$ cat src/hyperbolic_translation_matrix_defines.svh
`ifndef HYPERBOLIC_TRANSLATION_MATRIX_DEFINES_SVH
`define HYPERBOLIC_TRANSLATION_MATRIX_DEFINES_SVH

// Same-cycle implication, sampled on clk, off while rst_n is low
`define HTM_ASSERT_IMP(lbl, ante, cons, msg) \
    lbl: assert property (@(posedge clk) disable iff (!rst_n) (ante) |-> (cons)) \
        else $error(msg);

// Next-cycle implication, sampled on clk, off while rst_n is low
`define HTM_ASSERT_NXT(lbl, ante, cons, msg) \
    lbl: assert property (@(posedge clk) disable iff (!rst_n) (ante) |=> (cons)) \
        else $error(msg);

`endif

$ cat src/htm_pkg.sv
package htm_pkg;

    localparam int FRAC_BITS_DEF = 16;
    localparam logic [1:0] ROW_LAST = 2'd3;

    typedef logic signed [31:0] word_t;
    typedef word_t vec_t [4];
    typedef vec_t mat_t [4];

    // exact product rounded half up to frac fraction bits
    function automatic logic signed [63:0] mulr(word_t a, word_t b, int frac);
        logic signed [63:0] t;
        t = 64'(a) * 64'(b);
        t = t + (64'sd1 <<< (frac - 1));
        return t >>> frac;
    endfunction

    function automatic word_t sat32(logic signed [63:0] v);
        if (v > 64'sd2147483647)
            return 32'sh7fffffff;
        else if (v < -64'sd2147483648)
            return 32'sh80000000;
        else
            return v[31:0];
    endfunction

    function automatic word_t neg_sat(word_t v);
        return (v == 32'sh80000000) ? 32'sh7fffffff : -v;
    endfunction

    // one root bit per stage over a radicand of 31 + frac bits
    function automatic int sqrt_stages(int frac);
        return (32 + frac) / 2;
    endfunction

    // one quotient bit per stage for 2^(2*frac+1) / d
    function automatic int div_stages(int frac);
        return 2 * frac + 2;
    endfunction

endpackage

$ cat src/htm_div.sv
module htm_div #(
    parameter int FRAC_BITS = htm_pkg::FRAC_BITS_DEF,
    localparam int NST = htm_pkg::div_stages(FRAC_BITS)
) (
    input  logic           clk,
    input  logic           en,
    input  logic [31:0]    divisor,
    output logic [NST-1:0] quot
);

    // numerator is 2^(NST-1): only the first stage brings down a one
    logic [31:0]    rem_reg [NST];
    logic [NST-1:0] q_reg   [NST];
    logic [31:0]    d_reg   [NST];

    logic [31:0]    rem_next [NST];
    logic [NST-1:0] q_next   [NST];

    logic [31:0]    rem_src [NST];
    logic [NST-1:0] q_src   [NST];
    logic [31:0]    d_src   [NST];

    always_comb
    begin : p_src
        rem_src[0] = '0;
        q_src[0]   = '0;
        d_src[0]   = divisor;
        for (int k = 1; k < NST; k++)
        begin
            rem_src[k] = rem_reg[k-1];
            q_src[k]   = q_reg[k-1];
            d_src[k]   = d_reg[k-1];
        end
    end

    always_comb
    begin : p_step
        logic [32:0] rin;
        logic [32:0] dv;
        logic        ge;
        for (int k = 0; k < NST; k++)
        begin
            rin         = {rem_src[k], (k == 0) ? 1'b1 : 1'b0};
            dv          = {1'b0, d_src[k]};
            ge          = (rin >= dv);
            rem_next[k] = ge ? 32'(rin - dv) : rin[31:0];
            q_next[k]   = {q_src[k][NST-2:0], ge};
        end
    end

    always_ff @(posedge clk)
    begin
        if (en)
        begin
            for (int k = 0; k < NST; k++)
            begin
                rem_reg[k] <= rem_next[k];
                q_reg[k]   <= q_next[k];
                d_reg[k]   <= d_src[k];
            end
        end
    end

    assign quot = q_reg[NST-1];

endmodule

$ cat config.mk
export PLATFORM = sky130hd
export DESIGN_NAME = htm_div
export DESIGN_NICKNAME = d
export VERILOG_FILES = /design/src/hyperbolic_translation_matrix_defines.svh /design/src/htm_pkg.sv /design/src/htm_div.sv
export SDC_FILE = /design/constraint.sdc
export NUM_CORES = 2
export LEC_CHECK = 0
export BUFFER_PORTS_ARGS = -buffer_cell sky130_fd_sc_hd__buf_2
export CAP_MARGIN = 30
export CORE_UTILIZATION = 40
export CTS_BUF_LIST = sky130_fd_sc_hd__clkbuf_4
export CTS_CLUSTER_DIAMETER = 80
export DETAILED_ROUTE_END_ITERATION = 16
export HOLD_SLACK_MARGIN = 0.15
export MAX_ROUTING_LAYER = met4
export SLEW_MARGIN = 15
export SYNTH_ARGS = -nofsm -noshare
export SYNTH_HDL_FRONTEND = slang
export SYNTH_SLANG_ARGS = --single-unit
$ cat constraint.sdc
create_clock -name clk -period 4 [get_ports clk]
set_input_delay 0.2 -clock clk [delete_from_list [all_inputs] [get_ports clk]]
set_output_delay 0.2 -clock clk [all_outputs]
set_load 0.02 [all_outputs]
==> flow_summary.toml <==
[worst_hold_path]
hold_path_depth = 0
hold_path_class = "flop to flop"

[yosys]
synth_area_mm2 = 0.148
syn-mean-instance-area_um2 = 11.6
seq_area_frac_synth = 0.548
async_flop_share = 0
synth_cell_types = 98
synth_top_area_frac = 0.548
netlist_instances = 12800
synth_ff_type = "edfxtp_1"
synth_top_area_cell = "edfxtp_1"
syn_nets = 13900
ys_ff_latch = 2707
synth_edf_count = 2707
ys_warn_count = 0
synth_area_leaders = "edfxtp_1, ha_1, inv_1"

[routing]
drc = 0
route.vias.total = 99900
firstDrtPassIters = 5
drt_wl_total_um = 365000
antenna_left = 0
routedWlPerCell_um = 19.0
detail_route.vias_per_cell = 5.19
drtIter0Drc = 6568

[placed_design]
dpl_cell_area_mm2 = 0.156
hpwl_um = 271000
numPortBuffers = 67
gp_congestion = 0.905
pre_cts_slack_ns = 0.0240

[grt]
globalRoute.totalOverflow = 0
grt_pass1_vias = 98300
grt_usage = 0.196
grt_pass1_wl_um = 558000
grt_max_degree = 160
antenna_found_initial = 6

[power_and_ir_drop]
power_leakage_nw = 68.6
power_density_mw_per_mm2 = 809
ir_worst_vdd_mv = 0.365

[worst_setup_path]
cp_data_required_time_ns = 5.28
cp_max_fo = 15
start_kind = "flop"
rr_endpoint = "rem_reg[31][15]$_DFFE_PP_"
cp_cell_sequence = "inv_1 > ha_1 > and2_1 > a221o_1 > o21ai_1 > nand3_2 > a221oi_4 > o211ai_1 > o211a_1 > a211o_1 > a31oi_1 > o21a_2 > buf_12 > mux2_1"
endpoint_kind = "flop"
path_delay_family = "compound AO/OA/AOI/OAI gates"
worstSetupPathDepth = 14
arrival_ns = 5.14
worstSetupStartpoint = "d_reg[30][8]$_DFFE_PP_"
critPathBufInv = 2
rrSetupSlack_ns = 0.15
r2r.worst_path.cells = 14
critPathMaxStageDelay_ns = 0.38
critical_path.endpoint = "rem_reg[31][15]$_DFFE_PP_"
critPathSlowestCell = "a221oi_4"
crit-reg2reg-launch = "d_reg[30][8]$_DFFE_PP_"
crit_type = "flop to flop"

[outcome]
run_status = "complete, no violations"

[final_layout]
drive_gt1_frac = 0.145
multiInputGateArea_mm2 = 0.0610
nFillCells = 34500
syn2layout_area_growth_pct = 12.7
fin_nets = 14800
design_area_mm2 = 0.167
seqCellArea_mm2 = 0.0813
final_core_util = 0.453

[sta]
tns_ns = 0
setup_viol = 0
worstMarginPinSlew_ns = 1.02
finalCritPeriodShare = 0.963
clock_skew_ns = 0.137
fmax_mhz = 260
min_period_ns = 3.85
finalMaxSlewViolations = 0
hold_viol = 0
setup_ws_ns = 0.148
relSlewSlack = 0.321
rsz0062_at_grt = "false"

[clock_network]
insertion_delay_ns = 1.62
clkTransAtPathRegs_ns = 0.06
cts.sinks = 2707
cts_buffers = 737
cts-root-buf = "clkbuf_4"
cts_tree = "done"
clk_path_buf_depth = 4
cts.htree.levels = 6

[floorplanning]
die_y_um = 611
initial_utilization = 0.402
dieWidth_um = 611
num_rows = 223
die-area_mm2 = 0.373
io_pins = 68
fp.coreArea_mm2 = 0.369

[job]
cap_violations = 0
## through the flow
step	instances	hold WS (ns)	total power, W
after CTS	19200	0.196	0.136
after detailed placement	17800	0.405	0.110
after global routing	19200	0.299	0.145
after global placement	17800	0.400	0.110
final	19200	0.335	0.135
after floorplan	12800	0.299	0.0917
## how the worst min path moves through the flow
| stage | start | to | slack (ns) |
|---|---|---|---|
| floorplan | divisor[0] | d_reg[0][0]$_DFFE_PP_ | 0.30 |
| global placement | q_reg[3][2]$_DFFE_PP_ | q_reg[4][3]$_DFFE_PP_ | 0.40 |
| detailed placement | q_reg[12][12]$_DFFE_PP_ | q_reg[13][13]$_DFFE_PP_ | 0.40 |
| CTS | divisor[4] | d_reg[0][4]$_DFFE_PP_ | 0.20 |
| global route | q_reg[17][11]$_DFFE_PP_ | q_reg[18][12]$_DFFE_PP_ | 0.30 |
| finish | q_reg[17][11]$_DFFE_PP_ | q_reg[18][12]$_DFFE_PP_ | 0.33 |
## placed cells by master, fill, tap and decap left out, types with 66 or more instances in the layout
master            n
a31oi_1          86
clkinv_1        134
o21bai_1        111
nor2_1          603
nand4_1         154
a21o_1          519
o31ai_1          82
inv_1          1340
buf_2            66
dlygate4sd3_1    99
xnor2_1         510
ha_1           1054
nand2_1         902
a211oi_1         86
o21a_1          138
nor2b_1         167
buf_4           238
nand3_1         181
and3_1           96
mux2_2          407
nand2b_1        169
o21ai_0         859
a21oi_1         954
xor2_1          335
clkbuf_4       1046
nor3_1          137
edfxtp_1       2707
## cells in the mapped netlist (37+ instances only)
library cell / instances
a211oi_1: 89
a21boi_0: 40
a21o_1: 519
a21oi_1: 960
a31oi_1: 87
and2_1: 65
and3_1: 97
buf_2: 72
clkbuf_1: 193
edfxtp_1: 2707
ha_1: 1056
inv_1: 1340
mux2_1: 41
mux2_2: 407
nand2_1: 903
nand2b_1: 169
nand3_1: 182
nand4_1: 154
nor2_1: 604
nor2b_1: 167
nor3_1: 138
nor4_1: 44
o211ai_1: 55
o21a_1: 140
o21ai_0: 865
o21ai_1: 37
o21bai_1: 111
o31ai_1: 87
or2_2: 40
or3_1: 51
xnor2_1: 510
xor2_1: 335
## final cells by class
| cell class | count | area share |
|---|---|---|
| Clock inverter | 245 | 0.00875 |
| Inverter | 1342 | 0.0301 |
| Timing Repair Buffer | 457 | 0.0252 |
| Antenna cell | 23 | 0.000344 |
| Multi-Input combinational cell | 8474 | 0.365 |
| Sequential cell | 2707 | 0.487 |
| Clock buffer | 1046 | 0.0470 |
| Tap cell | 4950 | 0.0371 |
## cell families after synthesis
kind of cell             after synthesis  share of synthesized area
adder cells (fa/ha/maj)             1088                     0.0935
multiplexers                         468                     0.0354
AND/OR/NAND/NOR                     2708                     0.0873
flip-flops                          2707                      0.548
XOR/XNOR                             845                     0.0499
buffers and inverters               1631                     0.0424
AO/OA/AOI/OAI                       3365                      0.143
## where the power goes
part	leakage, nW	switching (W)	internal (W)	total, W
combinational	36.5	0.0344	0.0283	0.0627
sequential	26.5	0.00557	0.0421	0.0477
clock	5.55	0.0121	0.0127	0.0247
total	68.6	0.0520	0.0831	0.135
## timing repair
action | 4_1_cts | 5_1_grt
gates cloned | 1 | 2
gates resized for setup | 1 | 43
pin swaps | 1 | 15
buffers inserted | 0 | 8
endpoints found under the hold margin | 2772 | 0
setup endpoints to repair | 1 | 302
hold buffers | 100 | 0
## per-layer routing
metal  part of all wire  up-vias  global-route usage
met5                  0        -                   -
met2               0.52     2200               0.349
met1               0.41    47500               0.224
met3              0.040      690              0.0265
li1                   -    49400                   -
met4              0.033        0              0.0681
Note: power is estimated with default switching activity, not from simulation.
