## src/hyperbolic_translation_matrix_defines.svh

```systemverilog
`ifndef HYPERBOLIC_TRANSLATION_MATRIX_DEFINES_SVH
`define HYPERBOLIC_TRANSLATION_MATRIX_DEFINES_SVH

// Same-cycle implication, sampled on clk, off while rst_n is low
`define HTM_ASSERT_IMP(lbl, ante, cons, msg) \
    lbl: assert property (@(posedge clk) disable iff (!rst_n) (ante) |-> (cons)) \
        else $error(msg);

// Next-cycle implication, sampled on clk, off while rst_n is low
`define HTM_ASSERT_NXT(lbl, ante, cons, msg) \
    lbl: assert property (@(posedge clk) disable iff (!rst_n) (ante) |=> (cons)) \
        else $error(msg);

`endif

```

## src/htm_pkg.sv

```systemverilog
package htm_pkg;

    localparam int FRAC_BITS_DEF = 16;
    localparam logic [1:0] ROW_LAST = 2'd3;

    typedef logic signed [31:0] word_t;
    typedef word_t vec_t [4];
    typedef vec_t mat_t [4];

    // exact product rounded half up to frac fraction bits
    function automatic logic signed [63:0] mulr(word_t a, word_t b, int frac);
        logic signed [63:0] t;
        t = 64'(a) * 64'(b);
        t = t + (64'sd1 <<< (frac - 1));
        return t >>> frac;
    endfunction

    function automatic word_t sat32(logic signed [63:0] v);
        if (v > 64'sd2147483647)
            return 32'sh7fffffff;
        else if (v < -64'sd2147483648)
            return 32'sh80000000;
        else
            return v[31:0];
    endfunction

    function automatic word_t neg_sat(word_t v);
        return (v == 32'sh80000000) ? 32'sh7fffffff : -v;
    endfunction

    // one root bit per stage over a radicand of 31 + frac bits
    function automatic int sqrt_stages(int frac);
        return (32 + frac) / 2;
    endfunction

    // one quotient bit per stage for 2^(2*frac+1) / d
    function automatic int div_stages(int frac);
        return 2 * frac + 2;
    endfunction

endpackage

```

## src/htm_sqrt.sv

```systemverilog
module htm_sqrt #(
    parameter int FRAC_BITS = htm_pkg::FRAC_BITS_DEF,
    localparam int NST = htm_pkg::sqrt_stages(FRAC_BITS),
    localparam int RADW = 2 * NST
) (
    input  logic            clk,
    input  logic            en,
    input  logic [RADW-1:0] rad,
    output logic [NST-1:0]  root
);

    localparam int RW = NST + 3;

    logic [RW-1:0]   rem_reg  [NST];
    logic [NST-1:0]  root_reg [NST];
    logic [RADW-1:0] rad_reg  [NST];

    logic [RW-1:0]   rem_next  [NST];
    logic [NST-1:0]  root_next [NST];
    logic [RADW-1:0] rad_next  [NST];

    logic [RW-1:0]   rem_src  [NST];
    logic [NST-1:0]  root_src [NST];
    logic [RADW-1:0] rad_src  [NST];

    always_comb
    begin : p_src
        rem_src[0]  = '0;
        root_src[0] = '0;
        rad_src[0]  = rad;
        for (int k = 1; k < NST; k++)
        begin
            rem_src[k]  = rem_reg[k-1];
            root_src[k] = root_reg[k-1];
            rad_src[k]  = rad_reg[k-1];
        end
    end

    // restoring square root: bring down two radicand bits, try (root*4 + 1)
    always_comb
    begin : p_step
        logic [RW-1:0] sh;
        logic [RW-1:0] tr;
        logic          ge;
        for (int k = 0; k < NST; k++)
        begin
            sh           = {rem_src[k][RW-3:0], rad_src[k][RADW-1 -: 2]};
            tr           = RW'({root_src[k], 2'b01});
            ge           = (sh >= tr);
            rem_next[k]  = ge ? (sh - tr) : sh;
            root_next[k] = {root_src[k][NST-2:0], ge};
            rad_next[k]  = rad_src[k] << 2;
        end
    end

    always_ff @(posedge clk)
    begin
        if (en)
        begin
            for (int k = 0; k < NST; k++)
            begin
                rem_reg[k]  <= rem_next[k];
                root_reg[k] <= root_next[k];
                rad_reg[k]  <= rad_next[k];
            end
        end
    end

    assign root = root_reg[NST-1];

endmodule

```

## config.mk

```make
export PLATFORM = sky130hd
export DESIGN_NAME = htm_sqrt
export DESIGN_NICKNAME = d
export VERILOG_FILES = /design/src/hyperbolic_translation_matrix_defines.svh /design/src/htm_pkg.sv /design/src/htm_sqrt.sv
export SDC_FILE = /design/constraint.sdc
export NUM_CORES = 2
export LEC_CHECK = 0
export ABC_AREA = 1
export BUFFER_PORTS_ARGS = -buffer_cell sky130_fd_sc_hd__buf_2
export CAP_MARGIN = 25
export CORE_MARGIN = 4
export CORE_UTILIZATION = 31
export CTS_CLUSTER_DIAMETER = 80
export DETAILED_ROUTE_END_ITERATION = 8
export GPL_TIMING_DRIVEN = 0
export HOLD_SLACK_MARGIN = 0.08
export SLEW_MARGIN = 30
export SYNTH_ARGS = -nofsm -noshare
export SYNTH_HDL_FRONTEND = slang
export SYNTH_SLANG_ARGS = --single-unit
```

## constraint.sdc

```tcl
create_clock -name clk -period 2.68 [get_ports clk]
set_clock_uncertainty 0.05 [all_clocks]
set_input_delay 0.402 -clock clk [delete_from_list [all_inputs] [get_ports clk]]
set_output_delay 0.402 -clock clk [all_outputs]
set_load 0.1 [all_outputs]
```

==> impl_metrics.py <==
metrics = {
    "routing": {
        "wl_per_cell_um": 15.83,
        "dr.pass1.iters": 6,
        "via_count": 57880,
        "drt_iter0_drc": 4416,
        "post-route-drc-count": 0,
        "wl_um": 201800,
        "post_drt_via_cell_ratio": 4.540,
        "antenna_left": 0,
    },
    "outcome": {
        "run_status": "complete, no violations",
    },
    "final_layout": {
        "nets": 9656,
        "synthToLayoutAreaGrowth_pct": 14.98,
        "largest_reg_flops": 552,
        "drive_gt1_share_pct": 7.518,
        "fin_util_pct": 35.80,
        "final_area_sq_mm": 0.08901,
        "finalNonFillerCells": 12750,
    },
    "timing": {
        "hold-worst-slack_ns": 0.1524,
        "drv_slew": 0,
        "min_period_ns": 2.608,
        "hold_viol": 0,
        "timing.fmax_mhz": 383.5,
        "min_period_over_period_pct": 97.31,
        "setup-violations-final": 0,
        "tightestPinTransition_ns": 0.8263,
        "fin_tns_setup_ns": 0,
        "relSlewSlack_pct": 44.33,
    },
    "min_path": {
        "hold_path_class": "in2reg",
    },
    "global_routing": {
        "antenna_found_initial": 3,
        "grt_first_pass_wirelength_um": 314200,
        "grt_pass1_vias": 55540,
        "grt_overflow_total": 0,
        "grt_usage_pct": 15.35,
        "grt_start_max_net_pins": 135,
    },
    "placed_design": {
        "placed_area_sq_mm": 0.08229,
        "io_buffer_count": 73,
        "hpwl_um": 156400,
        "place.gp.congestion": 0.8962,
        "dp.cells": 12360,
    },
    "pwr": {
        "vdd_drop_max_mv": 0.6588,
        "cellLeakagePower_nw": 40.13,
        "cellPowerDensity_mw_per_mm2": 719.1,
    },
    "worst_setup_path": {
        "cp_max_fo": 10,
        "setup.worst_path.start_class": "register",
        "arrival_ns": 3.05,
        "cp.required_ns": 3.12,
        "cp-end-kind": "register",
        "path_class": "reg2reg",
    },
    "clock_tree": {
        "clk_pin_slew_ns": 0.06,
        "clock_path_buffers": 3,
        "numCtsBuffers": 164,
        "h-tree-depth": 4,
        "cts_sinks": 1394,
        "cts-root-buf": "clkbuf_16",
        "cts_tree": "built",
        "insertion_delay_ns": 0.81,
    },
    "synthesis": {
        "syn_area_sq_mm": 0.07741,
        "synth_area_leaders": "edfxtp_1 54%, nand2_1 15%, inv_1 7.7%",
        "synth_edf_count": 1394,
        "synth_ff_type": "edfxtp_1",
        "seq_area_frac_synth_pct": 54.07,
        "ys_ff_latch": 1394,
        "synth.distinct_cells": 55,
        "syn_inst": 8944,
        "synth_top_area_cell": "edfxtp_1",
        "ys_async_sr_fraction_pct": 0,
        "synthDominantCellAreaShare_pct": 54.07,
        "avgSynthCellArea_sq_um": 8.655,
        "synthesis.nets": 9319,
        "yosys_warnings": 0,
    },
    "floorplanning": {
        "io-pin-count": 74,
        "start_util_pct": 31.13,
        "coreArea_sq_mm": 0.2487,
        "rows": 183,
        "dieHeight_um": 507.7,
        "die_w_um": 507.7,
        "die-area_sq_mm": 0.2578,
    },
    "job": {
        "max_cap_viol_count": 0,
    },
}
## logic make-up after synthesis
kind of cell,synth area share [%]
simple gates,26.12
buf+inv,8.657
flops,54.07
compound gates,3.672
fa+ha+maj,5.253
xor+xnor,2.217
other cells,0.004844
## timing repair
action                                 CTS  global route
setup endpoints to repair              161           208
endpoints found under the hold margin   71             0
buffers inserted                         7            22
pin swaps                                0             6
cloned                                   2             0
hold buffers                            55             0
resized for setup                       14            84
## cells in the mapped netlist, types with 2 or more instances
| cell type | number |
|---|---|
| nand2_1 | 3151 |
| inv_1 | 1582 |
| edfxtp_1 | 1394 |
| nor2_1 | 709 |
| nand3_1 | 530 |
| ha_1 | 325 |
| a21oi_1 | 282 |
| nand4_1 | 167 |
| xor2_1 | 149 |
| o21ai_0 | 100 |
| nand3b_1 | 80 |
| nor3_1 | 78 |
| xnor2_1 | 47 |
| nor2_2 | 45 |
| buf_6 | 37 |
| a21oi_2 | 32 |
| o21ai_1 | 25 |
| o21ai_2 | 23 |
| buf_4 | 21 |
| inv_2 | 21 |
| nor2_4 | 18 |
| nand2_2 | 17 |
| o21bai_1 | 16 |
| and2_1 | 11 |
| buf_2 | 11 |
| or2_2 | 10 |
| nand3_2 | 9 |
| o211ai_1 | 5 |
| a21boi_0 | 4 |
| nand2_4 | 4 |
| and3_1 | 3 |
| clkbuf_1 | 3 |
| inv_4 | 3 |
| nor3_2 | 3 |
| nor3b_1 | 3 |
| o2111ai_1 | 3 |
| a31oi_1 | 2 |
| nand3_4 | 2 |
| o21bai_2 | 2 |
| o31ai_1 | 2 |
## placed cells by master (no fill, tap or decap), drive strengths merged, types with 6 or more instances in the layout
| cell type | instances |
|---|---|
| a21oi | 315 |
| and2 | 12 |
| buf | 188 |
| bufinv | 15 |
| clkbuf | 194 |
| clkinv | 66 |
| clkinvlp | 13 |
| dlygate4sd3 | 52 |
| edfxtp | 1394 |
| ha | 325 |
| inv | 1623 |
| nand2 | 3172 |
| nand3 | 541 |
| nand3b | 81 |
| nand4 | 169 |
| nor2 | 772 |
| nor3 | 82 |
| o211ai | 6 |
| o21ai | 148 |
| o21bai | 18 |
| or2 | 11 |
| xnor2 | 47 |
| xor2 | 149 |
## stage by stage
step                      setup slack, ns  total power [mW]
after floorplan                    0.5137             37.30
after global placement             -20.86             42.67
after detailed placement           -1.183             41.84
after CTS                        0.003284             64.74
after global routing             -0.01530             67.86
final                             0.07219             64.01
## critical path, stage by stage, from the launching register on
cell and delay, ns:
edfxtp_1 0.43, inv_1 0.07, ha_1 0.41, a21oi_1 0.28, inv_1 0.09, nor2_1 0.15, nand3_1 0.10, nor2_2 0.20
nand2_4 0.12, buf_6 0.18, nand3_1 0.08, nand2_1 0.12
## report_power, final
| group | internal [mW] | leakage, nW | total, mW | switching (mW) |
|---|---|---|---|---|
| clock | 12.9 | 2.63 | 22.3 | 9.36 |
| sequential | 26.8 | 13.4 | 28.4 | 1.58 |
| combinational | 4.38 | 24.1 | 13.3 | 8.93 |
| total | 44.1 | 40.1 | 64.0 | 19.9 |
## area by class of cell
| cell class | instances | area [sq um] |
|---|---|---|
| antenna | 2 | 5.005 |
| buffer | 74 | 674.4 |
| clock buffer | 191 | 4205 |
| clock inverter | 111 | 1287 |
| fill | 25400 | 159600 |
| inverter | 1606 | 6036 |
| multi-input combinational | 5870 | 29210 |
| sequential | 1394 | 41860 |
| tap | 3330 | 4167 |
| timing repair buffer | 171 | 1572 |
## path summary, 6_finish.rpt
path,startpoint,endpoint,slack (ns),cells after the start
worst max-delay path,root_reg[2][16],rem_reg[2][42],0.07,11
worst max register to register,root_reg[2][16],rem_reg[2][42],0.07,11
worst min-delay path,en,rad_reg[0][18],0.15,2
worst min register to register,rad_reg[1][64],rad_reg[1][112],0.32,0
## metal layers
layer | up-vias | wire [um] | GRT usage, %
met5 | - | 0 | 0
met4 | 0 | 5115 | 4.053
met3 | 295 | 8299 | 1.947
met2 | 1257 | 96260 | 26.07
met1 | 26830 | 92120 | 20.66
li1 | 29500 | - | -
Power figures use the tool's default switching activity.
